--- src/hdl/b64d_pkg.sv ---
// Shared types, constants and the character map for the Base64 stream decoder.
`default_nettype none
package b64d_pkg;

  localparam int DEFAULT_COUNT_BITS = 16;
  localparam int BYTE_COUNT_BITS    = 16;
  localparam int QUEUE_DEPTH        = 4;

  typedef enum logic [1:0] {
    KIND_DATA     = 2'd0,
    KIND_END_OK   = 2'd1,
    KIND_BAD_LEN  = 2'd2,
    KIND_BAD_CHAR = 2'd3
  } kind_t;

  typedef struct packed {
    logic       ok;
    logic [5:0] val;
  } sextet_t;

  // One queue entry: the data bytes of a finished group and an optional end beat.
  typedef struct packed {
    logic [2:0][7:0]            bytes;   // bytes[0] goes out first
    logic [1:0]                 nbytes;
    logic                       has_end;
    kind_t                      kind;
    logic [BYTE_COUNT_BITS-1:0] count;
  } cmd_t;

  function automatic sextet_t decode_sextet(input logic [7:0] c);
    sextet_t r;
    r.ok  = 1'b1;
    r.val = '0;
    case (c) inside
      [8'h41:8'h5A]: r.val = 6'(c - 8'h41);
      [8'h61:8'h7A]: r.val = 6'(c - 8'h61 + 8'd26);
      [8'h30:8'h39]: r.val = 6'(c - 8'h30 + 8'd52);
      8'h2B:         r.val = 6'd62;
      8'h2F:         r.val = 6'd63;
      default:       r.ok  = 1'b0;
    endcase
    return r;
  endfunction

endpackage
`default_nettype wire

--- src/hdl/b64d_in_if.sv ---
// Character channel: one encoded character and a last-of-message flag per beat.
`default_nettype none
interface b64d_in_if;
  logic       valid;
  logic       ready;
  logic [7:0] in_char;
  logic       in_last;

  modport source (output valid, in_char, in_last, input ready);
  modport sink   (input valid, in_char, in_last, output ready);
endinterface
`default_nettype wire

--- src/hdl/b64d_out_if.sv ---
// Result channel: a decoded byte or an end-of-message status per beat.
`default_nettype none
interface b64d_out_if;
  logic        valid;
  logic        ready;
  logic [7:0]  out_byte;
  logic [1:0]  kind;
  logic [15:0] byte_count;
  logic        run_end;

  modport source (output valid, out_byte, kind, byte_count, run_end, input ready);
  modport sink   (input valid, out_byte, kind, byte_count, run_end, output ready);
endinterface
`default_nettype wire

--- src/hdl/b64d_queue.sv ---
// Small command queue between the decode front and the result back end.
`default_nettype none
module b64d_queue
  import b64d_pkg::*;
(
  input  wire logic clk,
  input  wire logic rst,
  input  wire logic push,
  input  wire cmd_t push_data,
  output logic      full,
  input  wire logic pop,
  output cmd_t      pop_data,
  output logic      empty
);
  localparam int PTR_BITS = $clog2(QUEUE_DEPTH);

  cmd_t                mem [QUEUE_DEPTH];
  logic [PTR_BITS-1:0] wr_ptr;
  logic [PTR_BITS-1:0] rd_ptr;
  logic [PTR_BITS:0]   fill;

  assign full     = (fill == (PTR_BITS+1)'(QUEUE_DEPTH));
  assign empty    = (fill == '0);
  assign pop_data = mem[rd_ptr];

  always_ff @(posedge clk) begin
    if (push) begin
      mem[wr_ptr] <= push_data;
    end
  end

  always_ff @(posedge clk) begin
    if (rst) begin
      wr_ptr <= '0;
      rd_ptr <= '0;
      fill   <= '0;
    end else begin
      if (push) begin
        wr_ptr <= (wr_ptr == PTR_BITS'(QUEUE_DEPTH - 1)) ? '0 : wr_ptr + 1'b1;
      end
      if (pop) begin
        rd_ptr <= (rd_ptr == PTR_BITS'(QUEUE_DEPTH - 1)) ? '0 : rd_ptr + 1'b1;
      end
      case ({push, pop})
        2'b10:   fill <= fill + 1'b1;
        2'b01:   fill <= fill - 1'b1;
        default: fill <= fill;
      endcase
    end
  end
endmodule
`default_nettype wire

--- src/hdl/b64d_front.sv ---
// Decode front: takes characters, tracks group state, queues result commands.
`default_nettype none
module b64d_front
  import b64d_pkg::*;
#(
  parameter int COUNT_BITS = DEFAULT_COUNT_BITS
) (
  input  wire logic clk,
  input  wire logic rst,
  b64d_in_if.sink   chars,
  input  wire logic q_full,
  output logic      push,
  output cmd_t      push_data
);
  localparam int WIDE_BITS = (COUNT_BITS > BYTE_COUNT_BITS) ? COUNT_BITS : BYTE_COUNT_BITS;

  logic [17:0]           held;
  logic [1:0]            pos;
  logic                  stopped;
  logic                  bad_seen;
  logic                  third_absent;
  logic [COUNT_BITS-1:0] total;

  logic [17:0]           held_next;
  logic [1:0]            pos_next;
  logic                  stopped_next;
  logic                  bad_seen_next;
  logic                  third_absent_next;
  logic [COUNT_BITS-1:0] total_next;

  sextet_t               sx;
  logic [5:0]            h0, h1, h2;
  logic [1:0]            nbytes;
  logic [COUNT_BITS:0]   sum;
  logic [WIDE_BITS-1:0]  total_wide;
  logic                  fire;

  assign chars.ready = !q_full;
  assign fire        = chars.valid && chars.ready;
  assign sx          = decode_sextet(chars.in_char);
  assign h0          = held[17:12];
  assign h1          = held[11:6];
  assign h2          = held[5:0];

  always_comb begin
    held_next         = held;
    stopped_next      = stopped;
    bad_seen_next     = bad_seen;
    third_absent_next = third_absent;
    nbytes            = 2'd0;

    if (!stopped) begin
      case (pos)
        2'd0: begin
          if (!sx.ok) begin
            bad_seen_next = 1'b1;
            stopped_next  = 1'b1;
          end else begin
            held_next = {sx.val, 12'd0};
          end
        end
        2'd1: begin
          if (!sx.ok) begin
            bad_seen_next = 1'b1;
            stopped_next  = 1'b1;
          end else begin
            held_next = {held[17:12], sx.val, 6'd0};
          end
        end
        2'd2: begin
          if (!sx.ok) begin
            third_absent_next = 1'b1;
          end else begin
            third_absent_next = 1'b0;
            held_next         = {held[17:6], sx.val};
          end
        end
        default: begin
          // group complete: a non-alphabet character in the third or fourth slot ends decoding
          if (third_absent) begin
            nbytes       = 2'd1;
            stopped_next = 1'b1;
          end else if (!sx.ok) begin
            nbytes       = 2'd2;
            stopped_next = 1'b1;
          end else begin
            nbytes = 2'd3;
          end
          held_next         = '0;
          third_absent_next = 1'b0;
        end
      endcase
    end

    pos_next   = pos + 2'd1;
    sum        = {1'b0, total} + (COUNT_BITS+1)'(nbytes);
    total_next = sum[COUNT_BITS] ? {COUNT_BITS{1'b1}} : sum[COUNT_BITS-1:0];
    total_wide = WIDE_BITS'(total_next);

    push_data.bytes[0] = {h0, h1[5:4]};
    push_data.bytes[1] = {h1[3:0], h2[5:2]};
    push_data.bytes[2] = {h2[1:0], sx.val};
    push_data.nbytes   = nbytes;
    push_data.has_end  = chars.in_last;
    if (pos_next != 2'd0) begin
      push_data.kind = KIND_BAD_LEN;
    end else if (bad_seen_next) begin
      push_data.kind = KIND_BAD_CHAR;
    end else begin
      push_data.kind = KIND_END_OK;
    end
    push_data.count = (total_wide > WIDE_BITS'({BYTE_COUNT_BITS{1'b1}}))
                      ? {BYTE_COUNT_BITS{1'b1}} : total_wide[BYTE_COUNT_BITS-1:0];

    push = fire && ((nbytes != 2'd0) || chars.in_last);
  end

  always_ff @(posedge clk) begin
    if (rst) begin
      held         <= '0;
      pos          <= '0;
      stopped      <= 1'b0;
      bad_seen     <= 1'b0;
      third_absent <= 1'b0;
      total        <= '0;
    end else if (fire) begin
      if (chars.in_last) begin
        held         <= '0;
        pos          <= '0;
        stopped      <= 1'b0;
        bad_seen     <= 1'b0;
        third_absent <= 1'b0;
        total        <= '0;
      end else begin
        held         <= held_next;
        pos          <= pos_next;
        stopped      <= stopped_next;
        bad_seen     <= bad_seen_next;
        third_absent <= third_absent_next;
        total        <= total_next;
      end
    end
  end
endmodule
`default_nettype wire

--- src/hdl/b64d_back.sv ---
// Result back end: expands queued commands into result beats, one per cycle unless the result side stalls.
`default_nettype none
module b64d_back
  import b64d_pkg::*;
(
  input  wire logic  clk,
  input  wire logic  rst,
  input  wire logic  q_empty,
  input  wire cmd_t  q_data,
  output logic       pop,
  b64d_out_if.source results
);
  cmd_t       cur;
  logic       cur_valid;
  logic [1:0] idx;

  logic       step;
  logic       is_data;
  logic       done;
  logic       load;

  always_comb begin
    step    = cur_valid && (!results.valid || results.ready);
    is_data = (idx < cur.nbytes);
    done    = is_data ? ((idx == cur.nbytes - 2'd1) && !cur.has_end) : 1'b1;
    load    = (!cur_valid || (step && done));
    pop     = load && !q_empty;
  end

  always_ff @(posedge clk) begin
    if (rst) begin
      cur_valid <= 1'b0;
      idx       <= '0;
    end else if (pop) begin
      cur_valid <= 1'b1;
      idx       <= '0;
    end else if (step && done) begin
      cur_valid <= 1'b0;
    end else if (step) begin
      idx <= idx + 2'd1;
    end
  end

  always_ff @(posedge clk) begin
    if (pop) begin
      cur <= q_data;
    end
  end

  // output register
  always_ff @(posedge clk) begin
    if (rst) begin
      results.valid <= 1'b0;
    end else if (step) begin
      results.valid <= 1'b1;
    end else if (results.ready) begin
      results.valid <= 1'b0;
    end
  end

  always_ff @(posedge clk) begin
    if (step) begin
      results.run_end <= done;
      if (is_data) begin
        results.out_byte   <= cur.bytes[idx];
        results.kind       <= KIND_DATA;
        results.byte_count <= '0;
      end else begin
        results.out_byte   <= '0;
        results.kind       <= cur.kind;
        results.byte_count <= cur.count;
      end
    end
  end
endmodule
`default_nettype wire

--- src/hdl/base64_stream_decoder_unit.sv ---
// Top level of the Base64 stream decoder: front, command queue and back end.
//
//   channel   role   beat contents
//   -------   ----   ---------------------------------------------------
//   chars     sink   in_char (8), in_last (1)
//   results   source out_byte (8), kind (2), byte_count (16), run_end (1)
//
// Cycles: one character per cycle while the command queue has room. A
//   completed group gives up to three byte beats and the last character one
//   end beat; the back end sends one beat per cycle while results.ready holds,
//   so its output register sets the steady rate (four characters: at most four beats).
// Path: queue entry, back-end cur register, then the registered result output.
// Reset: rst, synchronous; clears group state, count, queue and output valid.
// Stalls: a stalled result side fills the four-entry queue; then chars.ready drops.
`default_nettype none
module base64_stream_decoder_unit
  import b64d_pkg::*;
#(
  parameter int COUNT_BITS = DEFAULT_COUNT_BITS   // width of the saturating byte total
) (
  input  wire logic   clk,
  input  wire logic   rst,
  b64d_in_if.sink     chars,
  b64d_out_if.source  results
);
  // front -> queue
  logic q_push;
  cmd_t q_push_data;
  logic q_full;
  // queue -> back
  logic q_pop;
  cmd_t q_pop_data;
  logic q_empty;

  b64d_front #(
    .COUNT_BITS(COUNT_BITS)
  ) u_front (
    .clk       (clk),
    .rst       (rst),
    .chars     (chars),
    .q_full    (q_full),
    .push      (q_push),
    .push_data (q_push_data)
  );

  b64d_queue u_queue (
    .clk       (clk),
    .rst       (rst),
    .push      (q_push),
    .push_data (q_push_data),
    .full      (q_full),
    .pop       (q_pop),
    .pop_data  (q_pop_data),
    .empty     (q_empty)
  );

  b64d_back u_back (
    .clk      (clk),
    .rst      (rst),
    .q_empty  (q_empty),
    .q_data   (q_pop_data),
    .pop      (q_pop),
    .results  (results)
  );

  // front never writes a full queue
  assert property (@(posedge clk) disable iff (rst) q_push |-> !q_full)
    else $error("command pushed into full queue");

  // back never reads an empty queue
  assert property (@(posedge clk) disable iff (rst) q_pop |-> !q_empty)
    else $error("command popped from empty queue");

  // an end beat always closes the run of its character
  assert property (@(posedge clk) disable iff (rst)
    (results.valid && (results.kind != KIND_DATA)) |-> results.run_end)
    else $error("end beat without run_end");

  // a character the queue refused is one the front did not push
  assert property (@(posedge clk) disable iff (rst)
    (chars.valid && !chars.ready) |-> !q_push)
    else $error("push without accepted character");
endmodule
`default_nettype wire
--- src/flat_wrapper.sv ---
// flat-port wrapper written by rule: the top's interface ports become plain ports
module base64_stream_decoder_unit_flat import b64d_pkg::*;
#(
  parameter int COUNT_BITS = DEFAULT_COUNT_BITS                                        
)
  (clk, rst, chars_valid, chars_in_char, chars_in_last, chars_ready, results_valid, results_out_byte, results_kind, results_byte_count, results_run_end, results_ready);
  b64d_in_if chars_i ();
  b64d_out_if results_i ();
  input  wire logic clk;
  input  wire logic rst;
  input wire logic [$bits(chars_i.valid)-1:0] chars_valid;
  input wire logic [$bits(chars_i.in_char)-1:0] chars_in_char;
  input wire logic [$bits(chars_i.in_last)-1:0] chars_in_last;
  output wire logic [$bits(chars_i.ready)-1:0] chars_ready;
  output wire logic [$bits(results_i.valid)-1:0] results_valid;
  output wire logic [$bits(results_i.out_byte)-1:0] results_out_byte;
  output wire logic [$bits(results_i.kind)-1:0] results_kind;
  output wire logic [$bits(results_i.byte_count)-1:0] results_byte_count;
  output wire logic [$bits(results_i.run_end)-1:0] results_run_end;
  input wire logic [$bits(results_i.ready)-1:0] results_ready;
  assign chars_i.valid = chars_valid;
  assign chars_i.in_char = chars_in_char;
  assign chars_i.in_last = chars_in_last;
  assign chars_ready = chars_i.ready;
  assign results_valid = results_i.valid;
  assign results_out_byte = results_i.out_byte;
  assign results_kind = results_i.kind;
  assign results_byte_count = results_i.byte_count;
  assign results_run_end = results_i.run_end;
  assign results_i.ready = results_ready;
  base64_stream_decoder_unit #(.COUNT_BITS(COUNT_BITS)) u_core (.clk(clk), .rst(rst), .chars(chars_i), .results(results_i));
endmodule
--- config.mk ---
export PLATFORM = sky130hd
export DESIGN_NAME = base64_stream_decoder_unit_flat
export DESIGN_NICKNAME = d
export VERILOG_FILES = /design/src/hdl/b64d_pkg.sv /design/src/hdl/b64d_in_if.sv /design/src/hdl/b64d_out_if.sv /design/src/hdl/b64d_queue.sv /design/src/hdl/b64d_front.sv /design/src/hdl/b64d_back.sv /design/src/hdl/base64_stream_decoder_unit.sv /design/src/flat_wrapper.sv
export SDC_FILE = /design/constraint.sdc
export NUM_CORES = 1
export LEC_CHECK = 0
export BUFFER_PORTS_ARGS = -buffer_cell sky130_fd_sc_hd__buf_2
export CORE_ASPECT_RATIO = 1.25
export CORE_UTILIZATION = 64
export CTS_BUF_LIST = sky130_fd_sc_hd__clkbuf_8
export DETAILED_ROUTE_END_ITERATION = 10
export GPL_ROUTABILITY_DRIVEN = 0
export PLACE_DENSITY = 0.82
export SETUP_SLACK_MARGIN = 0.05
export SLEW_MARGIN = 20
export SYNTH_ARGS = -nofsm -noshare
export SYNTH_HDL_FRONTEND = slang
export SYNTH_SLANG_ARGS = --single-unit
--- constraint.sdc ---
create_clock -name clk -period 5.1 [get_ports clk]
set_input_delay 0.51 -clock clk [delete_from_list [all_inputs] [get_ports clk]]
set_output_delay 0.51 -clock clk [all_outputs]
set_load 0.02 [all_outputs]
# [Word level (Yosys, flattened, before mapping)]
# Memory sizes are Yosys's and may differ from the RTL's. A register that Yosys moved wholly into a read port is not among the register bits.
# Index checks and enable logic that the tools add are counted.
[op_classes] addsub=13 magnitude_cmp=9 n_eq_ne=17 mux=50 bitwise_logic=1 n_reduce_logical=32
[op_table] op="18-bit two-way mux" n=3
[op_table] op="18-bit case mux with 3 select lines" n=1
[op_table] op="16-bit two-way mux" n=3
[op_table] op="6-bit two-way mux" n=6
[op_table] op="1-bit two-way mux" n=23
[op_table] op="16-bit by 2-bit adder with 17-bit output" n=1
[op_table] op="8-bit binary-select mux with 2-bit select" n=1
[op_table] op="8-bit by 6-bit == test with 1-bit output (second input constant)" n=2
[op_table] op="8-bit by 7-bit >= comparator with 1-bit output (second input constant)" n=2
[op_table] op="16-bit > comparator (second input constant)" n=1
[op_table] op="8-bit by 7-bit <= comparator with 1-bit output (second input constant)" n=2
[op_table] op="2-bit two-way mux" n=8
[op_table] op="5-bit AND reduction" n=3
[op_table] op="12-bit two-way mux" n=1
[op_table] op="6-bit subtractor (second input constant)" n=2
[op_table] op="2-bit nonzero test" n=5
[op_table] op="1-bit logical AND" n=9
[op_table] op="3-bit != test (second input constant)" n=3
[op_table] op="2-bit by 1-bit adder with 2-bit output (second input constant)" n=4
[op_table] op="2-bit == test (second input constant)" n=4
[op_table] op="8-bit by 6-bit >= comparator with 1-bit output (second input constant)" n=1
[op_table] op="8-bit by 6-bit <= comparator with 1-bit output (second input constant)" n=1
[op_table] op="8-bit two-way mux" n=1
[op_table] op="6-bit by 5-bit adder with 6-bit output (second input constant)" n=1
[op_table] op="23 further kinds" n=34
[word_totals] regBits=77 ram_bits=180 inputBits=13 output_inout_bits=29 word_cells=141 n_memories=1
[mem_list] name="u_core.u_queue.mem" depth=4 word_bits=45 read_ports=1 rd_ports_with_merged_regs=1 write_ports=1 line_no="b64d_queue.sv:17" text="cmd_t mem [QUEUE_DEPTH];"

# [Depth between registers and ports, before layout]
# Gate-level depths: netlist of run 1.
[logic_depth] ltp_word=15 depth_mapped=20 depth_no_buf=16

# [Cells and area by module]
# Synthesis of run 1 repeated with hierarchy kept, for this count alone.
[unflattened] cells_unflattened=807 area_unflattened_um2=12528.3
[modules_own_cells] module="b64d_queue" n_inst=1 cells_per_inst=283 area_each_um2=7001.7 seq_area_each_um2=5585.4
[modules_own_cells] module="b64d_back" n_inst=1 cells_per_inst=164 area_each_um2=2795.2 seq_area_each_um2=2242.2
[modules_own_cells] module="b64d_front" n_inst=1 cells_per_inst=360 area_each_um2=2731.4 seq_area_each_um2=780.7

# [Worst setup path after synthesis of run 1]
# OpenSTA, ideal clock, no wires.
[synth_path] kind="input to register" from="in chars_in_char[2]" to="reg u_core.u_front.total[13]" setup_time_ns=0.065 arrival_ns=4.301 required_ns=5.035 path_slack_ns=0.734 path_stages=20 n_path_buf=4 path_cell_list="clkbuf_8 -> inv_1 -> ha_1 -> a21oi_1 -> a311oi_2 -> nor3b_2 -> or3_4 -> o211a_1 -> ha_1 -> inv_1 -> fa_1 -> and4b_1 -> clkbuf_1 -> nand4_1 -> or2_1 -> clkbuf_1 -> buf_1 -> nand2_1 -> a22oi_1 -> nor2_1"
[synth_rtl] item="start: declaration" line_no="flat_wrapper.sv:12" text="input wire logic [$bits(chars_i.in_char)-1:0] chars_in_char;"
[synth_rtl] item="end signal: assignment" line_no="b64d_front.sv:140" text="total <= total_next;"
[synth_rtl] item="end: declaration" line_no="b64d_front.sv:22" text="logic [COUNT_BITS-1:0] total;"

==> results of run 1 <==
synthesized netlist by cell type (2+ instances only):
cell type	n
or3_1	3
clkbuf_1	22
buf_1	6
inv_1	26
a41oi_1	2
nand2b_1	2
edfxtp_1	252
xor2_1	7
mux2i_1	10
clkbuf_8	2
nand4_1	2
nor3_1	13
dfxtp_1	50
xnor2_1	12
mux4_2	45
o211a_1	2
and4_1	4
o21ai_0	15
a31oi_1	5
nand3_1	8
nand3b_1	2
a22oi_1	12
and3_1	4
and2b_2	2
a22o_1	18
a21oi_1	30
and2_1	25
o221a_2	2
nand2_1	32
ha_1	23
nor4_1	2
o22ai_1	2
nor2b_1	5
o2111ai_1	3
fa_1	2
buf_2	2
o21a_1	2
o211ai_1	3
nor2_1	64
or4b_1	2
how the worst max path moves through the flow:
stage                          start                                    end  slack, ps  cells past startpoint
finish              chars_in_char[2]   u_core.u_front.total[3]$_SDFFE_PP0P_        600                     18
global route        chars_in_char[2]   u_core.u_front.total[2]$_SDFFE_PP0P_        360                     18
CTS                 chars_in_char[2]   u_core.u_front.total[3]$_SDFFE_PP0P_        780                     18
floorplan           chars_in_char[2]  u_core.u_front.total[13]$_SDFFE_PP0P_        730                     20
global placement    chars_in_char[2]   u_core.u_front.total[6]$_SDFFE_PP0P_        590                     17
detailed placement  chars_in_char[2]   u_core.u_front.total[5]$_SDFFE_PP0P_        270                     18
layout make-up:
| cell class | instances | area (sq um) |
|---|---|---|
| clock buffer | 54 | 743 |
| clock inverter | 26 | 118 |
| fill | 1068 | 4890 |
| inverter | 27 | 101 |
| multi-input combinational | 387 | 3310 |
| sequential | 302 | 8570 |
| tap | 228 | 285 |
| timing repair buffer | 51 | 280 |
state kept, by name (all words and copies together), names as in the netlist:
name                              flops
u_core.u_back.results.byte_count     16
u_core.u_back.cur_valid               1
u_core.u_queue.wr_ptr                 2
u_core.u_queue.fill                   3
u_core.u_queue.mem                  180
u_core.u_back.idx                     2
u_core.u_back.results.run_end         1
u_core.u_front.bad_seen               1
u_core.u_back.results.kind            2
u_core.u_front.third_absent           1
u_core.u_front.total                 16
u_core.u_front.stopped                1
u_core.u_back.results.out_byte        8
u_core.u_queue.rd_ptr                 2
u_core.u_front.held                  18
u_core.u_back.cur                    45
u_core.u_front.pos                    2
u_core.u_back.results.valid           1
cells by family (layout without fill, tap and decap cells):
group / after synthesis / after routing / share of synthesized area
flops: 302 / 302 / 0.708
simple gates: 179 / 179 / 0.0746
compound gates: 107 / 107 / 0.0621
buf+inv: 59 / 158 / 0.0201
mux: 56 / 56 / 0.0929
fa+ha+maj: 25 / 25 / 0.0271
xor+xnor: 20 / 20 / 0.0157
report_power, final:
group | total, W | switching, W | internal [W]
Combinational | 0.00136 | 0.000859 | 0.000506
Sequential | 0.00331 | 0.000125 | 0.00318
Clock | 0.00183 | 0.000873 | 0.000961
metrics by stage:
| stage | power, W | util | hold slack, ps | std cells |
|---|---|---|---|---|
| global route | 0.00678 | 0.733 | 377 | 1075 |
| detailed placement | 0.00473 | 0.686 | 459 | 995 |
| floorplan | 0.00429 | - | 441 | 748 |
| CTS | 0.00655 | 0.733 | 351 | 1075 |
| global placement | 0.00463 | 0.686 | 451 | 995 |
| finish | 0.00651 | 0.733 | 390 | 1075 |
layer usage:
layer | part of all wire | up-vias | GRT usage
li1 | - | 3012 | -
met1 | 0.40 | 3424 | 0.322
met2 | 0.51 | 313 | 0.439
met3 | 0.063 | 62 | 0.0460
met4 | 0.026 | 0 | 0.0970
met5 | 0 | - | 0
critical path: stages:
cell	delay [ps]
buf_2	170
inv_1	130
ha_1	300
a21oi_1	210
a311oi_2	380
nor3b_2	90
buf_4	180
or3_4	420
o211a_1	270
ha_1	210
inv_1	90
fa_1	240
and4b_1	310
nand4_1	200
or2_1	580
nand2_1	260
a22oi_1	240
nor2_1	70
==> summary.txt, run 1 <==
Outcome
  – Status: finished with violations
  – Failing checks: design-rule violations

Logic synthesis
  – Synthesized area per cell: 16.2 sq um
  – Post-Syn Area: 12100 sq um
  – Synth cell types: 63
  – Synthesized Nets: 786
  – Cells after Synth: 748
  – Post-synth ARST share: 0
  – Leading area contributor after synthesis: edfxtp_1
  – Area share of the largest cell type after synthesis: 0.625
  – Post-synth EDFFs: 252
  – Most used DFF post-synth: edfxtp_1
  – Yosys warns: 0
  – Yosys reg bits: 302
  – Synth top area cells: edfxtp_1, mux4_2, dfxtp_1
  – Sequential area share after synthesis: 0.708

CTS
  – CTS root buf: clkbuf_8
  – Clock Latency Late Sink: 540 ps
  – Postcts setup bufs: 0
  – CTS Sinks: 302
  – H-tree depth: 2
  – Clk slew on worst S/H paths: 60 ps
  – Cts bufs inserted: 44
  – CTS tree: built
  – Post-cts hold buffer count: 0
  – Post-CTS Resized: 0
  – Max Buffers Root-to-Sink: 3

Die
  – Die span in x: 125 um
  – Die H: 156 um
  – I/O pin count: 42
  – Core Footprint: 18300 sq um
  – Starting Density: 0.662
  – Row Count: 55
  – Die ar.: 19500 sq um

Place
  – Post-DP HPWL: 14.5 mm
  – Port bufs: 41
  – Placed instance area: 12600 sq um
  – Place WS: 269 ps

Critical path
  – R2R Path Start: u_core.u_front.pos[0]$_SDFFE_PP0P_
  – Worst R2R Setup Slack: 1450 ps
  – R2R Path End: u_core.u_front.total[3]$_SDFFE_PP0P_
  – Critical path type: input pin to flip-flop
  – Critical Path RT: 5470 ps
  – Critical Path AT: 4870 ps
  – Max FO, Critical Path: 18
  – FF-to-FF path depth: 11
  – CP endpoint kind: flip-flop
  – Startpoint Class: input pin

Timing
  – Worst setup margin: 596 ps
  – Setup Skew: 28.1 ps
  – Finish-stage setup viols: 0
  – Hold Fails Final Rpt: 0
  – RSZ-0062 raised after global routing: no
  – Rel. slew slack: 0.364
  – Fin. max-slew vios: 0
  – Tcrit/Tclk final: 0.883
  – Setup tns final: 0 ps
  – Fmax: 0.222 GHz
  – Tmin final: 4500 ps
  – Slew @ Worst Pin: 953 ps

Drt
  – DRT antenna net count: 0
  – Drt wl/cell: 22.0 um
  – Vias post-DR: 6811
  – DR pass1 iterations: 9
  – DR vias/cell: 6.34
  – WL final: 23.7 mm
  – First-iteration detailed-routing DRC count: 692
  – Post-route DRC: 8

Pwr
  – Peak supply drop: 0.290 mV
  – Leakage dissipation: 4.72 nW
  – Pwr/cell area: 485 nW/um^2

Run
  – Max-Cap Viols: 0

Layout
  – Layout cells sized above 1: 0.216
  – Commonest non-fill, non-tap cells in the layout: edfxtp_1, nor2_1, clkbuf_8
  – Commonest non-fill, non-tap cell in the layout: edfxtp_1
  – Layout area overhead: 10.7%
  – Ant diodes: 0
  – Nets: 851
  – Final Cell Area: 13400 sq um

GRT
  – Largest net degree at the start of global routing: 50
  – Vias in the first global route: 6992
  – Antenna violations before repair: 0
  – GRT Resource Usage Total: 0.253
  – Gr ovfl total: 0
  – Global-route wire length before repair: 37.3 mm

Worst hold path
  – Worst min path class: input pin to flip-flop
  – Min-delay src: results_ready
  – WHS Endpoint: u_core.u_back.results.valid$_SDFFE_PP0P_
  – Hold Crit Depth: 4
Note: power is estimated with default switching activity, not from simulation.
==> run 2, diff against run 1 <==
--- a/config.mk
+++ b/config.mk
@@ -7,6 +7,7 @@
 export LEC_CHECK = 0
 export BUFFER_PORTS_ARGS = -buffer_cell sky130_fd_sc_hd__buf_2
 export CORE_ASPECT_RATIO = 1.25
+export CORE_MARGIN = 2
 export CORE_UTILIZATION = 64
 export CTS_BUF_LIST = sky130_fd_sc_hd__clkbuf_8
 export DETAILED_ROUTE_END_ITERATION = 10
==> summary.txt, run 2 (synthesized netlist as in run 1, its figures left out) <==
Timing
  – Tmin final: 4380 ps (-128 ps)
  – Hold Fails Final Rpt: 0 (unchanged)
  – Finish-stage setup viols: 0 (unchanged)
  – RSZ-0062 raised after global routing: no
  – Tcrit/Tclk final: 0.858 (-0.0252)
  – Slew @ Worst Pin: 950 ps (-3.46 ps)
  – Setup Skew: 17.0 ps (-11.2 ps)
  – Setup tns final: 0 ps (unchanged)
  – Fin. max-slew vios: 0 (unchanged)
  – Rel. slew slack: 0.364 (about the same)
  – Fmax: 0.229 GHz (+2.9%)

Critical path
  – Max FO, Critical Path: 18 (unchanged)
  – Critical Path RT: 5590 ps (+120 ps)
  – CP endpoint kind: flip-flop
  – Critical Path AT: 4870 ps (about the same)
  – Critical path type: input pin to flip-flop
  – Startpoint Class: input pin

Run
  – Max-Cap Viols: 0 (unchanged)

GRT
  – Antenna violations before repair: 0 (unchanged)
  – Gr ovfl total: 0 (unchanged)
  – GRT Resource Usage Total: 0.237 (-0.0166)
  – Largest net degree at the start of global routing: 50 (unchanged)
  – Vias in the first global route: 6799 (-2.8%)
  – Global-route wire length before repair: 36.4 mm (-2.4%)

CTS
  – Clk slew on worst S/H paths: 60 ps (about the same)
  – Max Buffers Root-to-Sink: 3 (unchanged)
  – Cts bufs inserted: 43 (-2.3%)
  – Clock Latency Late Sink: 540 ps (about the same)
  – Postcts setup bufs: 0 (unchanged)
  – CTS root buf: clkbuf_8
  – H-tree depth: 2 (unchanged)
  – CTS Sinks: 302 (unchanged)
  – Post-cts hold buffer count: 0 (unchanged)
  – CTS tree: built
  – Post-CTS Resized: 0 (unchanged)

Pwr
  – Total power: 0.00641 W (-1.5%)
  – Peak supply drop: 0.232 mV (-20%)
  – Leakage dissipation: 4.70 nW (-0.60%)
  – Pwr/cell area: 479 nW/um^2 (-1.2%)

Die
  – Die H: 158 um (+1.3%)
  – Die span in x: 127 um (+1.6%)
  – Die ar.: 20000 sq um (+2.9%)
  – Row Count: 56 (+1.8%)
  – Starting Density: 0.650 (-0.0118)
  – I/O pin count: 42 (unchanged)
  – Core Footprint: 18600 sq um (+1.8%)

Drt
  – DR vias/cell: 6.24 (-1.5%)
  – First-iteration detailed-routing DRC count: 652 (-5.8%)
  – Vias post-DR: 6708 (-1.5%)
  – DR pass1 iterations: 8 (-1)
  – Drt wl/cell: 21.3 um (-3.1%)
  – Post-route DRC: 0 (-8)
  – WL final: 22.9 mm (-3.1%)
  – DRT antenna net count: 0 (unchanged)

Place
  – Post-DP HPWL: 14.1 mm (-2.4%)
  – Placed cell count: 1000 (+0.50%)
  – Placed instance area: 12600 sq um (+0.12%)
  – Port bufs: 41 (unchanged)

Layout
  – Largest Register: u_core.u_queue.mem
  – Largest register FFs: 180 (unchanged)
  – Layout Cells excl Fill: 1075 (unchanged)
  – Layout area overhead: 10.4%
  – Layout cells sized above 1: 0.210 (-0.00609)
  – Commonest non-fill, non-tap cell in the layout: edfxtp_1
  – Largest registers: u_core.u_queue.mem: 180 flops, u_core.u_back.cur: 45 flops, u_core.u_front.held: 18 flops
  – Nets: 851 (unchanged)
  – Commonest non-fill, non-tap cells in the layout: edfxtp_1, nor2_1, clkbuf_8
  – Ant diodes: 0 (unchanged)
  – Final Cell Area: 13400 sq um (-0.34%)

Outcome
  – Status: finished clean

Worst hold path
  – Worst min path class: input pin to flip-flop
## run 2: layout make-up
| cell class | count | area, sq um |
|---|---|---|
| timing repair buffer | 52 | 288 |
| clock inverter | 24 | 98.8 |
| multi-input combinational | 387 | 3310 |
| clock buffer | 51 | 702 |
| sequential | 302 | 8570 |
| fill | 1132 | 5270 |
| tap | 232 | 290 |
| inverter | 27 | 101 |
## run 2: routing by layer
layer,GRT usage,share of wire,vias up
li1,-,-,3013
met1,0.317,0.41,3312
met2,0.401,0.50,324
met3,0.0406,0.069,59
met4,0.0790,0.027,0
met5,0,0,-
## run 2: critical path, stage by stage
cell and delay (ps):
buf_2 220, inv_1 120, ha_1 300, a21oi_1 400, a311oi_2 110, nor3b_2 190
buf_4 190, or3_4 160, o211a_1 210, ha_1 190, inv_1 60, fa_1 460
and4b_1 440, nand4_1 220, or2_1 520, a41oi_1 350, o221a_2 210
## run 2: metrics by stage
stage | util | hold slack [ps] | setup slack (ps)
after floorplan | - | 441 | 734
after global placement | 0.674 | 452 | 579
after detailed placement | 0.674 | 465 | 354
after CTS | 0.717 | 303 | 887
after global routing | 0.717 | 312 | 476
final | 0.717 | 332 | 724
## run 2: final timing paths
kind	start	slack, ps	end	cells after the start
setup reg to reg	u_core.u_back.idx[1]$_SDFFE_PP0P_	1470	u_core.u_queue.fill[2]$_SDFFE_PP0P_	10
hold reg to reg	u_core.u_front.bad_seen$_SDFFE_PP0P_	480	u_core.u_front.bad_seen$_SDFFE_PP0P_	1
setup / recovery	chars_in_char[2]	720	u_core.u_front.total[6]$_SDFFE_PP0P_	17
hold / removal	results_ready	330	u_core.u_back.results.valid$_SDFFE_PP0P_	4
## run 2: where the power goes
group          total (W)  leakage [nW]  switching [W]  internal (W)
combinational    0.00131          1.47       0.000803      0.000503
clock            0.00176         0.465       0.000853      0.000904
sequential       0.00334          2.76       0.000161       0.00318
total            0.00641          4.70        0.00182       0.00459
==> run 3, diff against run 2 <==
--- a/config.mk
+++ b/config.mk
@@ -12,7 +12,9 @@
 export CTS_BUF_LIST = sky130_fd_sc_hd__clkbuf_8
 export DETAILED_ROUTE_END_ITERATION = 10
 export GPL_ROUTABILITY_DRIVEN = 0
+export MAX_ROUTING_LAYER = met4
 export PLACE_DENSITY = 0.82
+export REMOVE_ABC_BUFFERS = 1
 export SETUP_SLACK_MARGIN = 0.05
 export SLEW_MARGIN = 20
 export SYNTH_ARGS = -nofsm -noshare
==> summary.txt, run 3 (synthesized netlist as in run 1, its figures left out) <==
Outcome
  – Status: finished clean

Worst hold path
  – Min-delay src: results_ready
  – WHS Endpoint: u_core.u_back.results.valid$_SDFFE_PP0P_
  – Worst min path class: input pin to flip-flop
  – Hold Crit Depth: 4 (unchanged)

Pwr
  – Internal: 0.00467 W (+1.6%)
  – Gate power share: 0.201 (-0.003)
  – Leakage dissipation: 4.74 nW (+1.0%)
  – Sw Share: 0.280 (-0.00368)
  – Pwr/cell area: 483 nW/um^2 (+0.69%)
  – Register share of total power: 0.513 (-0.009)
  – Clock share of power: 0.286 (+0.012)
  – Peak supply drop: 0.359 mV (+55%)
  – NetSw: 0.00181 W (-0.18%)

Critical path
  – R2R Path Start: u_core.u_front.pos[0]$_SDFFE_PP0P_
  – FF-to-FF path depth: 11 (+1)
  – Worst R2R Setup Slack: 1420 ps (-50 ps)
  – Max FO, Critical Path: 18 (unchanged)
  – CP top delay family: simple AND/OR/NAND/NOR gates
  – CP endpoint kind: flip-flop
  – Worst path slowest cell: or2_1
  – Startpoint Class: input pin
  – R2R Path End: u_core.u_front.total[2]$_SDFFE_PP0P_
  – Max incr delay on CP: 530 ps (about the same)
  – Critical path type: input pin to flip-flop
  – Critical Path AT: 4880 ps (about the same)
  – Critical Path RT: 5550 ps (-40 ps)
  – CP cell instances: buf_2 > inv_1 > ha_1 > a21oi_1 > o2111a_1 > or3_4 > o211a_1 > ha_1 > inv_1 > fa_1 > and4b_1 > nand4_1 > or2_1 > a31oi_1 > nor2_1 > nor3_1
  – Worst Path Buf+Inv: 3 (-1)

Drt
  – Drt wl/cell: 21.2 um (-0.75%)
  – DR vias/cell: 6.24 (about the same)
  – Post-route DRC: 0 (unchanged)
  – DRT antenna net count: 0 (unchanged)
  – Vias post-DR: 6743 (+0.52%)
  – WL final: 22.9 mm (-0.20%)
  – DR pass1 iterations: 7 (-1)
  – First-iteration detailed-routing DRC count: 620 (-4.9%)

Place
  – Placed instance area: 12600 sq um (about the same)
  – Port bufs: 41 (unchanged)
  – Post-DP HPWL: 14.3 mm (+1.1%)
  – Placed cell count: 999 (-0.10%)

Die
  – Die span in x: 127 um (unchanged)
  – Starting Density: 0.650 (unchanged)
  – Die ar.: 20000 sq um (unchanged)
  – Row Count: 56 (unchanged)
  – I/O pin count: 42 (unchanged)
  – Core Footprint: 18600 sq um (unchanged)
  – Die H: 158 um (unchanged)

CTS
  – Post-CTS Resized: 0 (unchanged)
  – CTS root buf: clkbuf_8
  – CTS Sinks: 302 (unchanged)
  – Clock Latency Late Sink: 550 ps (about the same)
  – Cts bufs inserted: 44 (+2.3%)
  – H-tree depth: 2 (unchanged)
  – Max Buffers Root-to-Sink: 3 (unchanged)
  – Clk slew on worst S/H paths: 70 ps (about the same)
  – Post-cts hold buffer count: 0 (unchanged)
  – CTS tree: built
  – Postcts setup bufs: 0 (unchanged)

Timing
  – Worst Hold Slack: 298 ps (-34.1 ps)
  – Fmax: 0.226 GHz (-1.1%)
  – Slew @ Worst Pin: 956 ps (+6.31 ps)
  – Tmin final: 4430 ps (+49.5 ps)
  – Fin. max-slew vios: 0 (unchanged)
  – Hold Fails Final Rpt: 0 (unchanged)
  – Setup tns final: 0 ps (unchanged)
  – Setup Skew: 28.1 ps (+11.2 ps)
  – Tcrit/Tclk final: 0.868 (+0.00970)
  – Rel. slew slack: 0.360 (-0.00422)
  – RSZ-0062 raised after global routing: no
  – Finish-stage setup viols: 0 (unchanged)

Layout
  – Layout Cells excl Fill: 1081 (+0.56%)
  – Largest registers: u_core.u_queue.mem: 180 flops, u_core.u_back.cur: 45 flops, u_core.u_front.held: 18 flops
  – Largest Register: u_core.u_queue.mem
  – Commonest non-fill, non-tap cells in the layout: edfxtp_1, nor2_1, clkbuf_8
  – Final Cell Area: 13400 sq um (+0.44%)
  – Nets: 851 (unchanged)
  – Layout cells sized above 1: 0.211 (+0.000872)
  – Largest register FFs: 180 (unchanged)
  – Commonest non-fill, non-tap cell in the layout: edfxtp_1
  – Filler cell count: 1094 (-3.4%)
  – Ant diodes: 0 (unchanged)
  – Layout area overhead: 10.9%

GRT
  – Gr ovfl total: 0 (unchanged)
  – Largest net degree at the start of global routing: 50 (unchanged)
  – Antenna violations before repair: 0 (unchanged)
  – Global-route wire length before repair: 36.5 mm (+0.28%)
  – Vias in the first global route: 6984 (+2.7%)
  – GRT Resource Usage Total: 0.245 (+0.00838)

Run
  – Max-Cap Viols: 0 (unchanged)
## run 3: through the flow
stage               power, W  utilization  worst slack (ps)
detailed placement   0.00470        0.674               281
CTS                  0.00653        0.720               835
finish               0.00648        0.720               675
global placement     0.00461        0.674               638
global route         0.00678        0.720               454
floorplan            0.00428            -              5.27
## run 3: worst max path at each step
| stage | from | endpoint | slack, ps | cells after the start |
|---|---|---|---|---|
| 2_1_floorplan | u_core.u_back.idx[1]$_SDFFE_PP0P_ | u_core.u_queue.fill[2]$_SDFFE_PP0P_ | 5 | 10 |
| 3_3_place_gp | chars_in_char[0] | u_core.u_front.total[6]$_SDFFE_PP0P_ | 640 | 16 |
| 3_5_place_dp | chars_in_char[0] | u_core.u_front.total[2]$_SDFFE_PP0P_ | 280 | 17 |
| 4_1_cts | chars_in_char[0] | u_core.u_front.total[2]$_SDFFE_PP0P_ | 830 | 17 |
| 5_1_grt | chars_in_char[2] | u_core.u_front.total[2]$_SDFFE_PP0P_ | 450 | 16 |
| 6_report | chars_in_char[2] | u_core.u_front.total[2]$_SDFFE_PP0P_ | 670 | 16 |
## run 3: per-layer routing
layer,global-route usage,vias to the layer above,share of wire
li1,-,3010,-
met1,0.307,3353,0.39
met2,0.409,313,0.51
met3,0.0426,67,0.068
met4,0.0905,0,0.026
met5,-,-,0
## run 3: area by class of cell
type                            instances  area (sq um)  share of cell area
Clock buffer                           52           716              0.0533
Clock inverter                         30           154              0.0115
Inverter                               27           101             0.00755
Multi-Input combinational cell        387          3310               0.247
Sequential cell                       302          8570               0.638
Tap cell                              232           290              0.0216
Timing Repair Buffer                   51           280              0.0209
## run 3: power by group through the flow
stage / clock network, W / logic (W) / registers, W
2_1_floorplan: 0 / 0.000768 / 0.00351
3_3_place_gp: 0 / 0.00126 / 0.00335
3_5_place_dp: 0 / 0.00132 / 0.00338
4_1_cts: 0.00188 / 0.00132 / 0.00333
5_1_grt: 0.00198 / 0.00144 / 0.00336
6_report: 0.00185 / 0.00130 / 0.00333
## run 3: worst register-to-register path: stages (launching register included)
cell,delay (ps)
dfxtp_1,410
ha_1,370
o211a_1,300
ha_1,220
inv_1,70
fa_1,470
and4b_1,450
nand4_1,220
or2_1,530
a31oi_1,260
nor2_1,60
nor3_1,240
